<file path="src/rtl/pif_pkg.sv">
// Shared types and constants for the polyphase interpolation FIR core.
// No dependencies; the core, pif_seq and pif_mac import this package.
`timescale 1ns / 1ps

package pif_pkg;

    // fixed field widths
    localparam int SAMPLE_WIDTH = 16;
    localparam int PHASES_W     = 4;
    localparam int TAPS_W       = 5;
    localparam int COEF_IDX_W   = 7;
    localparam int PHASE_IDX_W  = 3;

    // configuration port
    localparam int PADDR_W = 3;
    localparam int PDATA_W = 32;

    // register index, taken from paddr[2]
    localparam logic CFG_IDX_PHASES = 1'b0;
    localparam logic CFG_IDX_TAPS   = 1'b1;

    localparam logic [PHASES_W-1:0] PHASES_RESET = 4'd2;
    localparam logic [TAPS_W-1:0]   TAPS_RESET   = 5'd16;

    // item kind
    localparam logic FUNC_SAMPLE = 1'b0;
    localparam logic FUNC_COEF   = 1'b1;

    typedef struct packed {
        logic                           func;
        logic signed [SAMPLE_WIDTH-1:0] sample_in;
        logic [COEF_IDX_W-1:0]          coef_index;
        logic signed [SAMPLE_WIDTH-1:0] coef_value;
    } pif_in_t;

    typedef struct packed {
        logic signed [SAMPLE_WIDTH-1:0] sample_out;
        logic [PHASE_IDX_W-1:0]         phase_index;
        logic                           last;
    } pif_out_t;

    // one tap issued by the sequencer, travels down the mac pipeline
    typedef struct packed {
        logic                   valid;
        logic                   first;
        logic                   last_tap;
        logic                   last_phase;
        logic [PHASE_IDX_W-1:0] phase;
    } pif_tap_t;

    typedef enum logic [1:0] {
        ST_IDLE,
        ST_ISSUE,
        ST_WAIT
    } pif_state_t;

endpackage

</file>
<file path="src/rtl/polyphase_interpolation_fir_core.sv">
// Polyphase FIR interpolator: top level with config registers, coefficient
// and delay memories, sequencer, mac unit and output register.
// Depends on pif_pkg, pif_ram, pif_seq, pif_mac.
//
// Input channel (in_valid / in_stall / in_data): a transfer with func set
// writes one coefficient if coef_index is below DEPTH. A transfer with func
// clear pushes a sample into the delay line and produces one output
// transfer per phase, phase 0 first, last set on the final phase.
// Output channel (out_valid / out_stall / out_data) is fed by a one-entry
// output register, so a new input is taken while the last result waits.
// One shared 16x16 multiplier does every tap: each phase runs the tap loop
// and then the ram read, product and accumulate stages.
// A stalled output holds the mac result and pauses the tap loop; in_stall
// stays high until the final result of the sample is in the output register.
// Reset clears the delay line (per-entry valid bits), the write pointer
// and sets phases to 2 and taps_per_phase to 16; coefficients are
// undefined until written. Config writes over APB, pready always high.
`timescale 1ns / 1ps

module polyphase_interpolation_fir_core #(
    parameter int MAX_PHASES         = 8,
    parameter int MAX_TAPS_PER_PHASE = 16
) (
    input  logic                          clk,
    input  logic                          rst_n,
    input  logic                          in_valid,
    output logic                          in_stall,
    input  pif_pkg::pif_in_t              in_data,
    output logic                          out_valid,
    input  logic                          out_stall,
    output pif_pkg::pif_out_t             out_data,
    input  logic                          psel,
    input  logic                          penable,
    input  logic                          pwrite,
    input  logic [pif_pkg::PADDR_W-1:0]   paddr,
    input  logic [pif_pkg::PDATA_W-1:0]   pwdata,
    output logic [pif_pkg::PDATA_W-1:0]   prdata,
    output logic                          pready
);

    import pif_pkg::*;

    localparam int DEPTH = MAX_PHASES * MAX_TAPS_PER_PHASE;
    localparam int AW    = (DEPTH > 1) ? $clog2(DEPTH) : 1;
    localparam int DAW   = (MAX_TAPS_PER_PHASE > 1) ? $clog2(MAX_TAPS_PER_PHASE) : 1;

    logic [PHASES_W-1:0]     phases_reg, phases_next;
    logic [TAPS_W-1:0]       taps_reg, taps_next;
    logic [MAX_TAPS_PER_PHASE-1:0] dvalid_reg, dvalid_next;
    logic                    dvalid_q_reg, dvalid_q_next;
    logic                    out_valid_reg, out_valid_next;
    pif_out_t                out_data_reg, out_data_next;

    logic                    cfg_wr;
    logic                    in_fire;
    logic                    seq_idle;
    logic                    coef_we;
    logic                    dly_we;
    logic [DAW-1:0]          wr_ptr;
    logic [AW-1:0]           coef_raddr;
    logic [DAW-1:0]          dly_raddr;
    logic [SAMPLE_WIDTH-1:0] coef_q;
    logic [SAMPLE_WIDTH-1:0] dly_q;
    logic signed [SAMPLE_WIDTH-1:0] dly_data;
    pif_tap_t                issue;
    logic                    res_valid;
    pif_out_t                res;
    logic                    load;

    // configuration registers
    assign cfg_wr = psel && penable && pwrite && pready;
    assign pready = 1'b1;

    always_comb
    begin
        phases_next = phases_reg;
        taps_next   = taps_reg;
        if (cfg_wr)
        begin
            case (paddr[2])
                CFG_IDX_PHASES: phases_next = pwdata[PHASES_W-1:0];
                CFG_IDX_TAPS:   taps_next   = pwdata[TAPS_W-1:0];
                default:        phases_next = phases_reg;
            endcase
        end
    end

    always_comb
    begin
        case (paddr[2])
            CFG_IDX_PHASES: prdata = PDATA_W'(phases_reg);
            CFG_IDX_TAPS:   prdata = PDATA_W'(taps_reg);
            default:        prdata = '0;
        endcase
    end

    // input transfer and memory writes
    assign in_stall = !seq_idle;
    assign in_fire  = in_valid && !in_stall;
    assign coef_we  = in_fire && (in_data.func == FUNC_COEF)
                      && (32'(in_data.coef_index) < DEPTH);
    assign dly_we   = in_fire && (in_data.func == FUNC_SAMPLE);

    pif_ram #(
        .WIDTH (SAMPLE_WIDTH),
        .DEPTH (DEPTH)
    ) u_coef_ram (
        .clk   (clk),
        .we    (coef_we),
        .waddr (AW'(in_data.coef_index)),
        .wdata (in_data.coef_value),
        .raddr (coef_raddr),
        .rdata (coef_q)
    );

    pif_ram #(
        .WIDTH (SAMPLE_WIDTH),
        .DEPTH (MAX_TAPS_PER_PHASE)
    ) u_dly_ram (
        .clk   (clk),
        .we    (dly_we),
        .waddr (wr_ptr),
        .wdata (in_data.sample_in),
        .raddr (dly_raddr),
        .rdata (dly_q)
    );

    // delay entries never written read as zero
    always_comb
    begin
        dvalid_next = dvalid_reg;
        if (dly_we)
        begin
            dvalid_next[wr_ptr] = 1'b1;
        end
        dvalid_q_next = dvalid_reg[dly_raddr];
    end

    assign dly_data = dvalid_q_reg ? $signed(dly_q) : '0;

    pif_seq #(
        .MAX_PHASES         (MAX_PHASES),
        .MAX_TAPS_PER_PHASE (MAX_TAPS_PER_PHASE)
    ) u_seq (
        .clk        (clk),
        .rst_n      (rst_n),
        .start      (dly_we),
        .phases     (phases_reg),
        .taps       (taps_reg),
        .load       (load),
        .idle       (seq_idle),
        .wr_ptr     (wr_ptr),
        .coef_raddr (coef_raddr),
        .dly_raddr  (dly_raddr),
        .issue      (issue)
    );

    pif_mac #(
        .MAX_TAPS_PER_PHASE (MAX_TAPS_PER_PHASE)
    ) u_mac (
        .clk       (clk),
        .rst_n     (rst_n),
        .issue     (issue),
        .coef_data ($signed(coef_q)),
        .dly_data  (dly_data),
        .load      (load),
        .res_valid (res_valid),
        .res       (res)
    );

    // output register
    assign load = res_valid && (!out_valid_reg || !out_stall);

    always_comb
    begin
        out_valid_next = load || (out_valid_reg && out_stall);
        out_data_next  = load ? res : out_data_reg;
    end

    always_ff @(posedge clk or negedge rst_n)
    begin
        if (!rst_n)
        begin
            phases_reg    <= PHASES_RESET;
            taps_reg      <= TAPS_RESET;
            dvalid_reg    <= '0;
            dvalid_q_reg  <= 1'b0;
            out_valid_reg <= 1'b0;
        end
        else
        begin
            phases_reg    <= phases_next;
            taps_reg      <= taps_next;
            dvalid_reg    <= dvalid_next;
            dvalid_q_reg  <= dvalid_q_next;
            out_valid_reg <= out_valid_next;
        end
    end

    always_ff @(posedge clk)
    begin
        out_data_reg <= out_data_next;
    end

    assign out_valid = out_valid_reg;
    assign out_data  = out_data_reg;

    // no new item while a mac result is still pending
    a_no_accept_pending: assert property (@(posedge clk) disable iff (!rst_n)
        in_fire |-> !res_valid)
        else $error("input accepted with a mac result pending");

    // the final phase of a sample frees the input side next cycle
    a_last_frees_input: assert property (@(posedge clk) disable iff (!rst_n)
        (load && res.last) |=> seq_idle)
        else $error("sequencer busy after last phase");

    // delay entries, once written, stay valid
    a_dvalid_sticky: assert property (@(posedge clk) disable iff (!rst_n)
        (dvalid_reg & $past(dvalid_reg)) == $past(dvalid_reg))
        else $error("delay valid bit cleared");

endmodule

</file>
<file path="src/rtl/pif_ram.sv">
// Generic single write port, single read port RAM with registered read data.
// No dependencies.
`timescale 1ns / 1ps

module pif_ram #(
    parameter int WIDTH = 16,
    parameter int DEPTH = 16,
    parameter int ADDR_W = (DEPTH > 1) ? $clog2(DEPTH) : 1
) (
    input  logic              clk,
    input  logic              we,
    input  logic [ADDR_W-1:0] waddr,
    input  logic [WIDTH-1:0]  wdata,
    input  logic [ADDR_W-1:0] raddr,
    output logic [WIDTH-1:0]  rdata
);

    logic [WIDTH-1:0] mem [DEPTH];
    logic [WIDTH-1:0] rdata_reg;

    // write port
    always_ff @(posedge clk)
    begin
        if (we)
        begin
            mem[waddr] <= wdata;
        end
    end

    // registered read port
    always_ff @(posedge clk)
    begin
        rdata_reg <= mem[raddr];
    end

    assign rdata = rdata_reg;

endmodule

</file>
<file path="src/rtl/pif_mac.sv">
// Shared multiply-accumulate unit: product register, wide accumulator,
// round, shift and saturate. Depends on pif_pkg.
`timescale 1ns / 1ps

module pif_mac #(
    parameter int MAX_TAPS_PER_PHASE = 16
) (
    input  logic                                    clk,
    input  logic                                    rst_n,
    input  pif_pkg::pif_tap_t                       issue,
    input  logic signed [pif_pkg::SAMPLE_WIDTH-1:0] coef_data,
    input  logic signed [pif_pkg::SAMPLE_WIDTH-1:0] dly_data,
    input  logic                                    load,
    output logic                                    res_valid,
    output pif_pkg::pif_out_t                       res
);

    import pif_pkg::*;

    localparam int SW    = SAMPLE_WIDTH;
    localparam int ACC_W = 2 * SW + $clog2(MAX_TAPS_PER_PHASE) + 1;
    localparam int FRAC  = SW - 1;

    localparam logic signed [ACC_W-1:0] ROUND_C =
        {{(ACC_W - FRAC){1'b0}}, 1'b1, {(FRAC - 1){1'b0}}};
    localparam logic signed [ACC_W-1:0] SAT_HI = {{(ACC_W - SW + 1){1'b0}}, {(SW - 1){1'b1}}};
    localparam logic signed [ACC_W-1:0] SAT_LO = {{(ACC_W - SW + 1){1'b1}}, {(SW - 1){1'b0}}};

    pif_tap_t                s1_reg, s1_next;
    pif_tap_t                s2_reg, s2_next;
    logic signed [2*SW-1:0]  prod_reg, prod_next;
    logic signed [ACC_W-1:0] acc_reg, acc_next;
    logic                    res_valid_reg, res_valid_next;
    logic [PHASE_IDX_W-1:0]  res_phase_reg, res_phase_next;
    logic                    res_last_reg, res_last_next;

    logic signed [ACC_W-1:0] acc_base;
    logic signed [ACC_W-1:0] prod_ext;
    logic signed [ACC_W-1:0] shifted;
    logic signed [ACC_W-1:0] sat_val;

    // pipeline: s1 aligns with ram data, s2 with the product
    always_comb
    begin
        s1_next   = issue;
        s2_next   = s1_reg;
        prod_next = prod_reg;
        if (s1_reg.valid)
        begin
            prod_next = coef_data * dly_data;
        end
    end

    // accumulate, rounding constant seeded on the first tap
    always_comb
    begin
        acc_base       = s2_reg.first ? ROUND_C : acc_reg;
        prod_ext       = $signed({{(ACC_W - 2 * SW){prod_reg[2*SW-1]}}, prod_reg});
        acc_next       = acc_reg;
        res_valid_next = res_valid_reg;
        res_phase_next = res_phase_reg;
        res_last_next  = res_last_reg;
        if (load)
        begin
            res_valid_next = 1'b0;
        end
        if (s2_reg.valid)
        begin
            acc_next = acc_base + prod_ext;
            if (s2_reg.last_tap)
            begin
                res_valid_next = 1'b1;
                res_phase_next = s2_reg.phase;
                res_last_next  = s2_reg.last_phase;
            end
        end
    end

    always_ff @(posedge clk or negedge rst_n)
    begin
        if (!rst_n)
        begin
            s1_reg        <= '0;
            s2_reg        <= '0;
            res_valid_reg <= 1'b0;
        end
        else
        begin
            s1_reg        <= s1_next;
            s2_reg        <= s2_next;
            res_valid_reg <= res_valid_next;
        end
    end

    always_ff @(posedge clk)
    begin
        prod_reg      <= prod_next;
        acc_reg       <= acc_next;
        res_phase_reg <= res_phase_next;
        res_last_reg  <= res_last_next;
    end

    // shift out the fraction and saturate
    always_comb
    begin
        shifted = acc_reg >>> FRAC;
        if (shifted > SAT_HI)
        begin
            sat_val = SAT_HI;
        end
        else if (shifted < SAT_LO)
        begin
            sat_val = SAT_LO;
        end
        else
        begin
            sat_val = shifted;
        end
    end

    assign res_valid       = res_valid_reg;
    assign res.sample_out  = sat_val[SW-1:0];
    assign res.phase_index = res_phase_reg;
    assign res.last        = res_last_reg;

endmodule

</file>
<file path="src/rtl/pif_seq.sv">
// Sequencer: write pointer, phase and tap counters, ram read addresses.
// Issues one tap per cycle, waiting for load after each phase. Uses pif_pkg.
`timescale 1ns / 1ps

module pif_seq #(
    parameter int MAX_PHASES         = 8,
    parameter int MAX_TAPS_PER_PHASE = 16,
    parameter int AW  = ((MAX_PHASES * MAX_TAPS_PER_PHASE) > 1) ?
                        $clog2(MAX_PHASES * MAX_TAPS_PER_PHASE) : 1,
    parameter int DAW = (MAX_TAPS_PER_PHASE > 1) ? $clog2(MAX_TAPS_PER_PHASE) : 1
) (
    input  logic                           clk,
    input  logic                           rst_n,
    input  logic                           start,
    input  logic [pif_pkg::PHASES_W-1:0]   phases,
    input  logic [pif_pkg::TAPS_W-1:0]     taps,
    input  logic                           load,
    output logic                           idle,
    output logic [DAW-1:0]                 wr_ptr,
    output logic [AW-1:0]                  coef_raddr,
    output logic [DAW-1:0]                 dly_raddr,
    output pif_pkg::pif_tap_t              issue
);

    import pif_pkg::*;

    localparam int PEW = $clog2(MAX_PHASES + 1);
    localparam int TEW = $clog2(MAX_TAPS_PER_PHASE + 1);
    localparam logic [DAW-1:0] DLY_TOP = DAW'(MAX_TAPS_PER_PHASE - 1);

    pif_state_t     state_reg, state_next;
    logic [DAW-1:0] wp_reg, wp_next;
    logic [PEW-1:0] phase_reg, phase_next;
    logic [TEW-1:0] tap_reg, tap_next;
    logic [AW-1:0]  caddr_reg, caddr_next;
    logic [DAW-1:0] daddr_reg, daddr_next;

    logic [PEW-1:0] phases_eff;
    logic [TEW-1:0] taps_eff;
    logic [DAW-1:0] wp_dec;
    logic           last_tap;
    logic           last_phase;

    // clamp the register values into the supported range
    always_comb
    begin
        if (phases == '0)
        begin
            phases_eff = PEW'(1);
        end
        else if (32'(phases) > MAX_PHASES)
        begin
            phases_eff = PEW'(MAX_PHASES);
        end
        else
        begin
            phases_eff = PEW'(phases);
        end

        if (taps == '0)
        begin
            taps_eff = TEW'(1);
        end
        else if (32'(taps) > MAX_TAPS_PER_PHASE)
        begin
            taps_eff = TEW'(MAX_TAPS_PER_PHASE);
        end
        else
        begin
            taps_eff = TEW'(taps);
        end
    end

    assign wp_dec     = (wp_reg == '0) ? DLY_TOP : wp_reg - DAW'(1);
    assign last_tap   = (tap_reg == taps_eff - TEW'(1));
    assign last_phase = (phase_reg == phases_eff - PEW'(1));

    // next state and outputs
    always_comb
    begin
        state_next = state_reg;
        wp_next    = wp_reg;
        phase_next = phase_reg;
        tap_next   = tap_reg;
        caddr_next = caddr_reg;
        daddr_next = daddr_reg;

        idle             = 1'b0;
        issue.valid      = 1'b0;
        issue.first      = (tap_reg == '0);
        issue.last_tap   = last_tap;
        issue.last_phase = last_phase;
        issue.phase      = PHASE_IDX_W'(phase_reg);

        case (state_reg)
            ST_IDLE:
            begin
                idle = 1'b1;
                if (start)
                begin
                    wp_next    = wp_dec;
                    phase_next = '0;
                    tap_next   = '0;
                    caddr_next = '0;
                    daddr_next = wp_dec;
                    state_next = ST_ISSUE;
                end
            end
            ST_ISSUE:
            begin
                issue.valid = 1'b1;
                tap_next    = tap_reg + TEW'(1);
                caddr_next  = caddr_reg + AW'(phases_eff);
                daddr_next  = (daddr_reg == DLY_TOP) ? '0 : daddr_reg + DAW'(1);
                if (last_tap)
                begin
                    state_next = ST_WAIT;
                end
            end
            ST_WAIT:
            begin
                // result of this phase handed to the output register
                if (load)
                begin
                    if (last_phase)
                    begin
                        state_next = ST_IDLE;
                    end
                    else
                    begin
                        phase_next = phase_reg + PEW'(1);
                        tap_next   = '0;
                        caddr_next = AW'(phase_reg + PEW'(1));
                        daddr_next = wp_reg;
                        state_next = ST_ISSUE;
                    end
                end
            end
            default:
            begin
                state_next = ST_IDLE;
            end
        endcase
    end

    always_ff @(posedge clk or negedge rst_n)
    begin
        if (!rst_n)
        begin
            state_reg <= ST_IDLE;
            wp_reg    <= '0;
            phase_reg <= '0;
            tap_reg   <= '0;
        end
        else
        begin
            state_reg <= state_next;
            wp_reg    <= wp_next;
            phase_reg <= phase_next;
            tap_reg   <= tap_next;
        end
    end

    always_ff @(posedge clk)
    begin
        caddr_reg <= caddr_next;
        daddr_reg <= daddr_next;
    end

    assign wr_ptr     = wp_dec;
    assign coef_raddr = caddr_reg;
    assign dly_raddr  = daddr_reg;

endmodule
</file>
<file path="config.mk">
export PLATFORM = sky130hd
export DESIGN_NAME = polyphase_interpolation_fir_core
export DESIGN_NICKNAME = d
export VERILOG_FILES = /design/src/rtl/pif_pkg.sv /design/src/rtl/polyphase_interpolation_fir_core.sv /design/src/rtl/pif_ram.sv /design/src/rtl/pif_mac.sv /design/src/rtl/pif_seq.sv
export SDC_FILE = /design/constraint.sdc
export NUM_CORES = 2
export LEC_CHECK = 0
export CAP_MARGIN = 25
export CORE_MARGIN = 1
export CORE_UTILIZATION = 65
export CTS_BUF_LIST = sky130_fd_sc_hd__clkbuf_8
export DETAILED_ROUTE_END_ITERATION = 10
export DONT_BUFFER_PORTS = 1
export HOLD_SLACK_MARGIN = 0.08
export PLACE_DENSITY = 0.78
export SYNTH_ARGS = -nofsm -noshare
export SYNTH_HDL_FRONTEND = slang
export SYNTH_HIERARCHICAL = 1
export SYNTH_SLANG_ARGS = --single-unit
</file>
<file path="constraint.sdc">
create_clock -name clk -period 13.85 [get_ports clk]
set_input_delay 1.385 -clock clk [delete_from_list [all_inputs] [get_ports clk]]
set_output_delay 1.385 -clock clk [all_outputs]
set_load 0.01 [all_outputs]
</file>
* Yosys cells after proc, flatten, opt, wreduce, memory -nomap -nowiden *
Memories as Yosys holds them, arrays and structs flattened. A register that Yosys moved wholly into a read port is not among the register bits.
Index checks and enable logic that the tools add are counted.

operators by class
  equal/unequal tests = 9
  multiplexer cells = 44
  bitwise gates (word level) = 3
  order comparisons = 7
  multipliers = 1
  $add $sub $neg = 9
  reductions and logical operators = 27

operators by type and width
  operator                number
  $pmux W32 S2            1
  $mux W4                 10
  $add A37 B32 Y37        1
  $mux W37                1
  $mul A16 B16 Y32        1
  $mux W16                2
  $mux W5                 5
  $gt A22 B16 Y1 const B  1
  $lt A22 B16 Y1 const B  1
  $mux W7                 3
  $pmux W7 S3             1
  $or A16 B16 Y16         1
  $pmux W5 S3             1
  $mux W1                 12
  $pmux W4 S3             1
  $logic_not A5 Y1        2
  $lt A4 B5 Y1 const B    2
  $add A4 B1 Y4 const B   2
  $logic_and A1 B1 Y1     8
  $logic_not A4 Y1        2
  $pmux W4 S2             1
  $reduce_and A2 Y1       4
  $reduce_and A4 Y1       2
  $sub A4 B1 Y4 const B   2
  25 further kinds        33

storage, ports and cells
  memories = 2
  input port bits = 82
  bits in writable memories = 2304
  flip-flop bits (word level) = 161

memory list
  name            words  width  read ports  clocked after memory_dff  wr ports  RTL line       RTL
  u_coef_ram.mem  128    16     1           1                         1         pif_ram.sv:18  logic [WIDTH-1:0] mem [DEPTH];
  u_dly_ram.mem   16     16     1           1                         1         pif_ram.sv:18

* Longest topological paths before layout *
  depth in word-level cells = 8
  mapped depth = 26

* By module *
Netlist, hierarchy kept.

by module, submodules not included
  module                            instances  cells an instance  area each (µm²)  seq. area each (µm²)
  pif_ram at u_coef_ram             1          3086               78522.8          61819.3
  pif_mac                           1          1577               14993.1          2567.5
  pif_ram at u_dly_ram              1          432                10043.4          8007.7
  polyphase_interpolation_fir_core  1          151                2142.1           1278.7
  pif_seq                           1          206                1896.8           705.7

* Least setup slack after synthesis *
Ideal clock, no wire load.

  kind = register to register
  start = reg dvalid_q_reg
  end = reg u_mac.prod_reg[28], data pin
  data arrival time = 6199 ps
  period minus slack after synthesis = 6462 ps
  slack = 7388 ps
  cell stages (with the launch flop) = 25
  required time = 13587 ps
  buffers on the path = 2
  cells stage by stage = dfrtp_1 clkbuf_1 and2_1 clkbuf_1 and2_1 fa_1 inv_1 fa_1 fa_1 fa_1 inv_1 fa_1 inv_1 fa_1 inv_1 ha_1 and4_1 a21oi_1 and4_1 a22oi_1 a221o_1 a41oi_1 a31oi_1 a31oi_1 o41ai_1

between the ends
  longest elaborated chain between the ends = 2

RTL lines
  element                 RTL line                                 RTL
  start, declared         polyphase_interpolation_fir_core.sv:50   logic dvalid_q_reg, dvalid_q_next;
  start signal, assigned  polyphase_interpolation_fir_core.sv:195  dvalid_q_reg <= dvalid_q_next;
  $mux W16                polyphase_interpolation_fir_core.sv:139  assign dly_data = dvalid_q_reg ? $signed(dly_q) : '0;
  via dly_data[6]         polyphase_interpolation_fir_core.sv:64   logic signed [SAMPLE_WIDTH-1:0] dly_data;
  $mul A16 B16 Y32        pif_mac.sv:50                            prod_next = coef_data * dly_data;
  end signal, assigned    pif_mac.sv:97                            prod_reg <= prod_next;
  end, declared           pif_mac.sv:31                            logic signed [2*SW-1:0] prod_reg, prod_next;

The timed path passes the listed nets, and every way through them passes these cells.
A chain may end at the register's enable or synchronous reset.

* Worst setup path after layout *
Same ends and word-level chain as after synthesis.

==> results.txt <==
* Run status: finished, final reports clean
- Clock tree skew after final layout: 0.0997 ns
* Number of vias in the routed layout: 53,400
- The die covers 167,000 um^2.
* Hold violation total from the final report: 0
* Data required time of the worst path: 14.55 ns
- Drt initial violations: 6,230
- After the last flow step, the layout net total stands at 6,261.
- For the final routed database, the setup TNS stands at 0 ns.
- Met2 usage: 42.2%
* Pin count of the biggest net entering global routing: 138
* Commonest non-fill, non-tap cell in the layout: sky130_fd_sc_hd__edfxtp_1
- A synthesized cell averages 19.7 um^2.
* CP Data Arrival Time: 7.79 ns
- Setup repair after global routing left no endpoint under its margin.
- Largest register FFs: 2,048
* Fin util: 72.1%
- The final layout contains routed wiring with a total length of 234,000 um.
- Buffer count from post-CTS setup fixing: 0
- Of the synthesized area, sequential elements account for 69.1%.
- Total of warnings raised by yosys: 6
- Hold WC Path Type: input pin to async pin
- In this run the tightest slew margin relative to its limit is 27.3%.
- In the routed layout, each cell is associated on average with a via count of 6.47.
* Drc violations: 0
- For this design the ratio of total power to cell area is 249 nW/um^2.
- Main synth FF type: sky130_fd_sc_hd__edfxtp_1
- Cts repair resizes: 0
- The H-tree was split into 5 levels.
- Once detail routing completed, the nets flagged for antenna violations numbered 0.
- The number of antenna violations at the first check in global routing came to 17.
- Count of flip-flops with a built-in enable after synthesis: 2,408
- Cell at the root of the clock tree: sky130_fd_sc_hd__clkbuf_8
* Wire length of the first global-routing pass: 349,000 um
- At the pin with the least slew margin, the transition time is 1.09 ns.
- The die is 409 um tall.
- I/O pin total: 137
- In this run the most used layer during global routing was met1.
- Highest-count cells in the layout ignoring fill and taps: 2,408 x sky130_fd_sc_hd__edfxtp_1, 726 x sky130_fd_sc_hd__mux4_2, 497 x sky130_fd_sc_hd__inv_1
- After synthesis the cells add up to 108,000 um^2.
- During placement, the flow inserted port buffers numbering 0.
- Setup violations remaining at the end of the flow were counted as 0.
* GRT Total Usage: 28.7%
- The synthesized design contains 2,497 register bits.
* Number of distinct library cells after synthesis: 84
* Max-cap violations: 0
- CP Launch Type: flop
- Total gr overflow: 0
* Syn-to-layout area delta: 9.50%
- Tmin final: 7.08 ns
- Hold buffer count at CTS: 1
* Average wire per standard cell: 28.4 um
- The via count of the first global-routing pass came to 54,400.
- For this run, global-route usage on met1 was measured as 43.9%.
- Number of buffers created by CTS: 392
- Peak clock frequency supported by timing: 0.141 GHz
- Setup slack on the critical path of the routed design comes to 6.77 ns.
* Post-Place Worst Slack: 6.83 ns
* Clk Latency, worst-skew pair: 1.05 ns
- # clock sinks: 2,497
* Final period utilization: 51.1%
- The worst setup path is captured at a flop.
- Iteration count of the initial detailed-routing pass: 5
- TritonCTS built the clock tree.
- Core Region: 164,000 um^2
* Async S/R FF share, synth: 2.28%
- Global routing consumed, on the met3 layer, 6.65% of the routing resources.
- Row count: 148
* Maximum root-to-sink buffer count: 4
- For this design the static power due to leakage is 40.0 nW.
* Fraction of final layout cells sized beyond drive strength 1: 24.0%
- In this run the worst path has a maximum fanout of 16.
- The setup path with the least slack is of type flop to flop.
* Global placer's final weighted congestion: 0.901
* Number of instances in the synthesized netlist: 5,452
- The initial utilization of the core area, before any placement, comes to 65.8%.
* VDD IR-drop max: 0.486 mV
- The total count of max-transition violations in the final report came to 0.
- Once detailed placement completed, the half-perimeter wirelength came to 138,000 um.
- X dimension of the die: 409 um
- Post-CTS clock slew at the launch and capture registers of the worst setup and hold paths: 0.06 ns
path summary, 6_finish.rpt:
kind	startpoint	end	slack [ns]	cells after the start
worst max-delay path	dvalid_q_reg$_DFF_PN0_	u_mac/prod_reg[28]$_DFFE_PP_	6.77	21
worst min-delay path	rst_n	phases_reg[0]$_DFFE_PN0P_	0.20	1
min in group clk	u_mac/s1_reg[4]$_DFF_PN0_	u_mac/s2_reg[4]$_DFF_PN0_	0.34	0
worst min register to register	u_mac/s1_reg[4]$_DFF_PN0_	u_mac/s2_reg[4]$_DFF_PN0_	0.34	0
worst max register to register	dvalid_q_reg$_DFF_PN0_	u_mac/prod_reg[28]$_DFFE_PP_	6.77	21
max in group asynchronous	rst_n	out_valid$_DFF_PN0_	13.35	1
layout make-up:
cell class / instances / area [um^2]
clock buffers: 405 / 5570
well taps: 2175 / 2720
fillers: 9322 / 45700
diodes: 4 / 10.0
flip-flops and latches: 2497 / 74400
multi-input cells: 2326 / 30700
inverters: 379 / 1420
clock inverters: 285 / 1500
repair buffers: 185 / 1530
critical path: stages (launching register included):
cell and delay [ns]:
sky130_fd_sc_hd__dfrtp_1 0.50, sky130_fd_sc_hd__and2_1 0.65, sky130_fd_sc_hd__nand2_1 0.17, sky130_fd_sc_hd__fa_1 0.59
sky130_fd_sc_hd__fa_1 0.44, sky130_fd_sc_hd__fa_1 0.50, sky130_fd_sc_hd__fa_1 0.49, sky130_fd_sc_hd__inv_1 0.05
sky130_fd_sc_hd__fa_1 0.53, sky130_fd_sc_hd__inv_1 0.06, sky130_fd_sc_hd__fa_1 0.53, sky130_fd_sc_hd__inv_1 0.04
sky130_fd_sc_hd__ha_1 0.34, sky130_fd_sc_hd__and4_1 0.23, sky130_fd_sc_hd__a21oi_1 0.19, sky130_fd_sc_hd__and4_1 0.22
sky130_fd_sc_hd__a22oi_1 0.13, sky130_fd_sc_hd__a221o_1 0.37, sky130_fd_sc_hd__a41oi_1 0.29, sky130_fd_sc_hd__a31oi_1 0.18
sky130_fd_sc_hd__a31oi_1 0.19, sky130_fd_sc_hd__o41ai_1 0.09
routing by layer:
metal  vias up  part of all wire, %  wire length (um)
met5         -                0.012                27
met4         4                  2.8              6480
met2      3134                   46            108000
met3       416                   11             26800
li1      22100                    -                 -
met1     27700                   40             93100
logic make-up (layout without fill, tap and decap cells):
group / count (synthesis) / after routing / share of synthesized area (%)
xor+xnor: 76 / 76 / 0.619
compound gates: 298 / 298 / 1.91
buf+inv: 655 / 1254 / 2.53
simple gates: 749 / 749 / 3.42
fa+ha+maj: 398 / 398 / 6.47
flops: 2497 / 2497 / 69.1
other cells: 2 / 32 / 0.00698
mux: 777 / 777 / 15.9
power by group:
| part | total (W) | internal [W] | switching (W) |
|---|---|---|---|
| Clock | 0.00567 | 0.00294 | 0.00273 |
| Combinational | 0.0144 | 0.00624 | 0.00814 |
| Sequential | 0.00933 | 0.00905 | 0.000286 |
synthesized netlist by cell type, types with 8 or more instances:
cell	instances	share of area (%)
sky130_fd_sc_hd__ha_1	134	1.6
sky130_fd_sc_hd__fa_1	264	4.9
sky130_fd_sc_hd__o21ai_0	42	0.20
sky130_fd_sc_hd__mux2_2	30	0.31
sky130_fd_sc_hd__nand2b_1	28	0.16
sky130_fd_sc_hd__nor2b_1	58	0.34
sky130_fd_sc_hd__and2_1	150	0.87
sky130_fd_sc_hd__xnor2_1	53	0.43
sky130_fd_sc_hd__nand3_1	26	0.12
sky130_fd_sc_hd__a21oi_1	70	0.33
sky130_fd_sc_hd__nor3_1	29	0.13
sky130_fd_sc_hd__buf_2	60	0.28
sky130_fd_sc_hd__nor2_1	189	0.66
sky130_fd_sc_hd__nand4_1	12	0.070
sky130_fd_sc_hd__mux4_2	726	15
sky130_fd_sc_hd__xor2_1	23	0.19
sky130_fd_sc_hd__o21a_1	24	0.17
sky130_fd_sc_hd__buf_1	31	0.11
sky130_fd_sc_hd__dfrtp_1	55	1.3
sky130_fd_sc_hd__o21bai_1	18	0.13
sky130_fd_sc_hd__edfxtp_1	2408	67
sky130_fd_sc_hd__nand2_1	211	0.74
sky130_fd_sc_hd__and3_1	8	0.047
sky130_fd_sc_hd__inv_1	379	1.3
sky130_fd_sc_hd__dfxtp_1	32	0.60
sky130_fd_sc_hd__a22oi_1	35	0.24
sky130_fd_sc_hd__clkbuf_1	138	0.48
sky130_fd_sc_hd__a31oi_1	10	0.058
sky130_fd_sc_hd__mux4_1	14	0.34
sky130_fd_sc_hd__a21o_1	28	0.20
sky130_fd_sc_hd__buf_4	39	0.27
through the flow:
step	area, um^2	hold WS, ns	std cells	power, W
detailed placement	111000	0.338	7559	0.0239
global route	118000	0.145	8254	0.0315
floorplan	108000	0.331	5478	0.0203
CTS	118000	0.0971	8250	0.0296
finish	118000	0.201	8256	0.0294
global placement	111000	0.334	7555	0.0236
(Power assumes the default switching activity.)
